<file path="src/hdl/ptts_pkg.sv">
package ptts_pkg;

  localparam int OP_W   = 3;
  localparam int ID_W   = 3;
  localparam int IN_W   = 16;
  localparam int MASK_W = 8;

  typedef logic [OP_W-1:0] op_t;

  localparam op_t OP_TICK    = 3'd0;
  localparam op_t OP_CREATE  = 3'd1;
  localparam op_t OP_SUSPEND = 3'd2;
  localparam op_t OP_RESUME  = 3'd3;
  localparam op_t OP_DELETE  = 3'd4;

endpackage

</file>
<file path="src/hdl/ptts_mem.sv">
module ptts_mem #(
  parameter int DEPTH = 8,
  parameter int WIDTH = 16,
  parameter int AW    = 3
) (
  input  logic             clk,
  input  logic             we,
  input  logic [AW-1:0]    waddr,
  input  logic [WIDTH-1:0] wdata,
  input  logic [AW-1:0]    raddr,
  output logic [WIDTH-1:0] rdata
);

  logic [WIDTH-1:0] mem [DEPTH];

  always_ff @(posedge clk) begin
    if (we) begin
      mem[waddr] <= wdata;
    end
  end

  always_ff @(posedge clk) begin
    rdata <= mem[raddr];
  end

endmodule

</file>
<file path="src/hdl/ptts_dec.sv">
module ptts_dec #(
  parameter int WIDTH = 16
) (
  input  logic [WIDTH-1:0] count,
  input  logic [WIDTH-1:0] period,
  output logic             fire,
  output logic [WIDTH-1:0] count_next
);

  logic [WIDTH-1:0] operand;

  // one decrementer serves both the reload and the countdown
  assign fire       = (count == '0);
  assign operand    = fire ? period : count;
  assign count_next = operand - WIDTH'(1);

endmodule

</file>
<file path="src/hdl/periodic_task_tick_scheduler_top.sv">
// Periodic task scheduler over a table of NUM_TASKS slots. Every accepted
// transaction yields exactly one fired_mask result. For create, suspend, resume
// and delete the result is offered on the cycle after acceptance. A tick walks
// the table one slot per cycle through a single decrementer, with countdown and
// period kept in single-port-read memories, and its result is registered in the
// DRAIN state that follows the walk. The block takes one transaction at a time
// and accepts the next once the pending result is taken (or is being taken in
// the same cycle). No clearing pass is needed after reset.
module periodic_task_tick_scheduler_top #(
  parameter int NUM_TASKS  = 8,
  parameter int COUNT_BITS = 16
) (
  input  logic        clk,
  input  logic        rst,
  input  logic        in_valid,
  output logic        in_ready,
  input  logic [2:0]  op,
  input  logic [2:0]  task_id,
  input  logic [15:0] period,
  input  logic [15:0] first_delay,
  output logic        out_valid,
  input  logic        out_ready,
  output logic [7:0]  fired_mask
);

  localparam int IDX_W = (NUM_TASKS > 1) ? $clog2(NUM_TASKS) : 1;
  localparam int EXT_W = IDX_W + ptts_pkg::ID_W;
  localparam int CW    = COUNT_BITS;

  typedef enum logic [1:0] {
    IDLE,
    WALK,
    DRAIN
  } state_t;

  state_t                      state;
  logic [IDX_W-1:0]            idx;
  logic [IDX_W-1:0]            pidx;
  logic                        pvalid;
  logic [ptts_pkg::MASK_W-1:0] mask;
  logic [ptts_pkg::MASK_W-1:0] mask_next;
  logic [NUM_TASKS-1:0]        present;
  logic [NUM_TASKS-1:0]        ready;

  logic                        in_fire;
  logic                        id_ok;
  logic [EXT_W-1:0]            id_ext;
  logic [IDX_W-1:0]            id_addr;
  logic [EXT_W-1:0]            pidx_ext;
  logic [CW+15:0]              per_ext;
  logic [CW+15:0]              dly_ext;

  logic                        active;
  logic                        dec_fire;
  logic [CW-1:0]               dec_next;
  logic [CW-1:0]               cnt_rdata;
  logic [CW-1:0]               per_rdata;
  logic                        cnt_we;
  logic [IDX_W-1:0]            cnt_waddr;
  logic [CW-1:0]               cnt_wdata;
  logic                        per_we;

  assign in_ready = (state == IDLE) && (!out_valid || out_ready);
  assign in_fire  = in_valid && in_ready;

  assign id_ext   = EXT_W'(task_id);
  assign id_ok    = id_ext < EXT_W'(NUM_TASKS);
  assign id_addr  = id_ext[IDX_W-1:0];
  assign pidx_ext = EXT_W'(pidx);
  assign per_ext  = (CW + 16)'(period);
  assign dly_ext  = (CW + 16)'(first_delay);

  assign active = pvalid && present[pidx] && ready[pidx];

  ptts_dec #(
    .WIDTH (CW)
  ) u_dec (
    .count      (cnt_rdata),
    .period     (per_rdata),
    .fire       (dec_fire),
    .count_next (dec_next)
  );

  always_comb begin
    mask_next = mask;
    if (active && dec_fire && (pidx_ext < EXT_W'(ptts_pkg::MASK_W))) begin
      mask_next = mask | (ptts_pkg::MASK_W'(1) << pidx_ext[2:0]);
    end
  end

  // create writes in idle; the walk writes back the slot read last cycle
  assign per_we = in_fire && id_ok && (op == ptts_pkg::OP_CREATE);

  always_comb begin
    if (state == IDLE) begin
      cnt_we    = per_we;
      cnt_waddr = id_addr;
      cnt_wdata = dly_ext[CW-1:0];
    end else begin
      cnt_we    = active;
      cnt_waddr = pidx;
      cnt_wdata = dec_next;
    end
  end

  ptts_mem #(
    .DEPTH (NUM_TASKS),
    .WIDTH (CW),
    .AW    (IDX_W)
  ) u_cnt_mem (
    .clk   (clk),
    .we    (cnt_we),
    .waddr (cnt_waddr),
    .wdata (cnt_wdata),
    .raddr (idx),
    .rdata (cnt_rdata)
  );

  ptts_mem #(
    .DEPTH (NUM_TASKS),
    .WIDTH (CW),
    .AW    (IDX_W)
  ) u_per_mem (
    .clk   (clk),
    .we    (per_we),
    .waddr (id_addr),
    .wdata (per_ext[CW-1:0]),
    .raddr (idx),
    .rdata (per_rdata)
  );

  always_ff @(posedge clk) begin
    if (rst) begin
      present <= '0;
      ready   <= '0;
    end else if (in_fire && id_ok) begin
      unique case (op)
        ptts_pkg::OP_CREATE: begin
          present[id_addr] <= 1'b1;
          ready[id_addr]   <= 1'b1;
        end
        ptts_pkg::OP_SUSPEND: ready[id_addr]   <= 1'b0;
        ptts_pkg::OP_RESUME:  ready[id_addr]   <= 1'b1;
        ptts_pkg::OP_DELETE:  present[id_addr] <= 1'b0;
        default: ;
      endcase
    end
  end

  always_ff @(posedge clk) begin
    if (rst) begin
      state     <= IDLE;
      out_valid <= 1'b0;
      idx       <= '0;
      pidx      <= '0;
      pvalid    <= 1'b0;
      mask      <= '0;
    end else begin
      unique case (state)
        IDLE: begin
          if (in_fire) begin
            if (op == ptts_pkg::OP_TICK) begin
              // any pending result is being taken in this cycle
              out_valid <= 1'b0;
              state     <= WALK;
              idx       <= '0;
              pvalid    <= 1'b0;
              mask      <= '0;
            end else begin
              out_valid  <= 1'b1;
              fired_mask <= '0;
            end
          end else if (out_valid && out_ready) begin
            out_valid <= 1'b0;
          end
        end
        WALK: begin
          pvalid <= 1'b1;
          pidx   <= idx;
          mask   <= mask_next;
          if (idx == IDX_W'(NUM_TASKS - 1)) begin
            state <= DRAIN;
          end else begin
            idx <= idx + IDX_W'(1);
          end
        end
        DRAIN: begin
          pvalid     <= 1'b0;
          out_valid  <= 1'b1;
          fired_mask <= mask_next;
          state      <= IDLE;
        end
        default: state <= IDLE;
      endcase
    end
  end

endmodule

</file>
<file path="config.mk">
export PLATFORM = sky130hd
export DESIGN_NAME = periodic_task_tick_scheduler_top
export DESIGN_NICKNAME = d
export VERILOG_FILES = /design/src/hdl/ptts_pkg.sv /design/src/hdl/ptts_mem.sv /design/src/hdl/ptts_dec.sv /design/src/hdl/periodic_task_tick_scheduler_top.sv
export SDC_FILE = /design/constraint.sdc
export NUM_CORES = 1
export LEC_CHECK = 0
export ABC_AREA = 1
export BUFFER_PORTS_ARGS = -buffer_cell sky130_fd_sc_hd__buf_2
export CAP_MARGIN = 10
export CORE_MARGIN = 2
export CORE_UTILIZATION = 60
export CTS_CLUSTER_SIZE = 8
export DETAILED_ROUTE_END_ITERATION = 8
export PLACE_DENSITY = 0.78
export REMOVE_ABC_BUFFERS = 1
export SLEW_MARGIN = 0
export SYNTH_ARGS = -nofsm -noshare
export SYNTH_HDL_FRONTEND = slang
export SYNTH_SLANG_ARGS = --single-unit
</file>
<file path="constraint.sdc">
create_clock -name clk -period 3.53 [get_ports clk]
set_clock_uncertainty 0.05 [all_clocks]
set_input_delay 0.353 -clock clk [delete_from_list [all_inputs] [get_ports clk]]
set_output_delay 0.353 -clock clk [all_outputs]
set_load 0.005 [all_outputs]
</file>
==> metrics.txt <==
clock slew seen by the registers of the worst setup and hold paths roughly 0.050 ns; post-DP HPWL 18,200 µm; # DRC 0; crit path time final approximately 2.7 ns; GRT Resource Usage Total 0.264; post-synth top area share 0.593; P per Cell Area 573 nW/µm²; clk_lat worst skew 0.54 ns; largest net degree at the start of global routing 67; first element of the critical path u_cnt_mem.rdata[1]; Tightest Pin Transition ~0.88 ns; Longest Clk Path Bufs 3; class of the most critical hold timing path input pin to flip-flop; Via Count approximately 9,600; fmax 366 MHz; status complete, no violations; drt first pass iters 8; die area 23,500 µm²; CTS tree yes; share of cells above drive strength 1 0.129; antenna violations before repair 0; Pins Over Slew Limit 0; final setup TNS 0 ns; # port buffers between 50 and 60; Seq/Total Area, Yosys 0.692; synthesized cell area around 13,000 µm²; leakage power of the design 5.55 nW; IO Count 52; post-route cell area between 15,000 and 20,000 µm²; average size of a mapped cell 10.9 µm²; reg2reg setup slack around 0.8 ns; Sink Count 330; WL/cell approximately 19 µm; Final ANT Viol Nets 0; startpoint types flip-flop; Worst R2R Path Depth 9; final hold viol count 0; Max VDD drop between 0.3 and 0.4 mV; Area Overhead vs Synth 15.4%; r2r endpoint u_cnt_mem.mem[1][1]; Worst Path Max Fanout 16; Root Driver clkbuf_16; gpl congestion around 1.0; met3 wire length roughly 2700 µm; Hold Buf Count CTS 0; routed vias/inst between 5 and 6; Num CTS Buffers 47; RSZ-0062 raised after global routing no; Tcrit/Tclk final 0.773; global-route wire length before repair ~48,000 µm; Iter 0 DRT Violations about 960; overall routed net length about 31,000 µm; commonest non-fill, non-tap cell in the layout nor2_1; core area roughly 22,000 µm²; postcts setup bufs 0; Hold Startpoint period[5]; Die Y between 150 and 200 µm; worst hold stages 1; synthesized flop and latch total 330; routed wl met2 around 15,000 µm; std cell rows between 50 and 60; Setup crit end kind flip-flop; final setup fails 0; H-tree depth 2; CP arrival 2.88 ns; Hold Path End u_per_mem.mem[7][5]; Post-CTS Resized 0; FF-to-FF Start u_cnt_mem.rdata[1]; slew margin rel. 0.407; wl on met1 between 10,000 and 15,000 µm; Post-Syn Instances ~1,200; max cap viols 0; Yosys cell types 40; Starting Density 0.613; Antenna diodes 0; most frequent cells in the layout 301 x nor2_1, 264 x edfxtp_1, 142 x o21ai_0; final total power around 8.8 mW; top cells by area, synth edfxtp_1 59%, dfxtp_1 9.9%, nor2_1 8.4%; warning count from the yosys run 0; Placed Area approximately 14,000 µm²; vias in the first global route 9,133; CP required about 3.7 ns; Post-layout nets 1,346; gr ovfl total 0; WS Path Type flip-flop to flip-flop; Yosys top cell by area edfxtp_1; uppermost layer routed met4; die width between 150 and 200 µm
-- critical path, stage by stage, from the launching register on --
cell and delay [ns]:
dfxtp_1 0.32, nor2_1 0.20, nand2_1 0.10, nor2_2 0.11, buf_4 0.20, nand2_2 0.16
nor2_1 0.16, nor2_2 0.06, ha_1 0.32, o21ai_0 0.72
-- sequential cells by signal (all words and copies together) (netlist names), named ones only --
register and cells:
fired_mask 8, idx 3, mask 8, out_valid 1
pidx 3, pvalid 1, state 2, u_cnt_mem.mem 128
u_cnt_mem.rdata 16, u_per_mem.mem 128, u_per_mem.rdata 16
-- logic make-up (layout without fill, tap and decap cells) --
family | Yosys count | in the layout | share of synthesized area
simple gates | 491 | 491 | 0.151
fa+ha+maj | 3 | 3 | 0.00281
buf+inv | 126 | 237 | 0.0366
flops | 330 | 330 | 0.692
xor+xnor | 1 | 1 | 0.000655
compound gates | 278 | 278 | 0.118
-- cell usage after synthesis, drive strengths merged --
master / number
a211oi: 2
a21oi: 42
a221oi: 1
a22oi: 3
a311oi: 8
a31oi: 43
and2: 1
buf: 13
clkbuf: 49
clkinv: 1
dfxtp: 66
edfxtp: 264
ha: 3
inv: 63
nand2: 126
nand3: 29
nand3b: 2
nand4: 6
nor2: 310
nor3: 10
nor4: 4
o21ai: 142
o21bai: 1
o22ai: 34
o311ai: 1
o31ai: 1
or2: 3
xor2: 1
-- cell type report --
cell class	instances	area, µm²
Timing Repair Buffer	85	548
Tap cell	280	350
Fill cell	1495	6390
Clock inverter	3	33.8
Sequential cell	330	9250
Clock buffer	85	1340
Inverter	64	244
Multi-Input combinational cell	773	3660
-- per-layer routing --
| layer | vias up | track usage |
|---|---|---|
| li1 | 4480 | - |
| met1 | 4524 | 0.368 |
| met2 | 498 | 0.437 |
| met3 | 57 | 0.0380 |
| met4 | 0 | 0.0807 |
| met5 | - | 0 |
-- worst max-delay path by stage --
| stage | slack (ns) | end | cells past startpoint |
|---|---|---|---|
| after floorplan | -1.63 | u_cnt_mem.rdata[0] | 5 |
| after global placement | 1.01 | u_cnt_mem.mem[1][6] | 13 |
| after detailed placement | 0.85 | u_cnt_mem.mem[6][1] | 9 |
| after CTS | 0.82 | u_cnt_mem.mem[0][1] | 9 |
| after global routing | 0.57 | u_cnt_mem.mem[5][3] | 10 |
| final | 0.80 | u_cnt_mem.mem[1][1] | 9 |
-- power breakdown --
| part | switching (mW) | total [mW] | internal (mW) |
|---|---|---|---|
| Combinational | 0.311 | 0.438 | 0.127 |
| Clock | 1.56 | 4.10 | 2.54 |
| Sequential | 0.0329 | 4.31 | 4.28 |
-- metrics by stage --
stage / hold slack [ns] / setup slack [ns] / utilization / cells
5_1_grt: 0.0221 / 0.572 / 0.707 / 1620
3_3_place_gp: 0.409 / 1.01 / 0.644 / 1532
4_1_cts: 0.0144 / 0.815 / 0.707 / 1620
3_5_place_dp: 0.422 / 0.852 / 0.644 / 1532
2_1_floorplan: 0.372 / -1.63 / - / 1167
6_report: 0.0265 / 0.801 / 0.707 / 1620
Power figures use the tool's default switching activity.
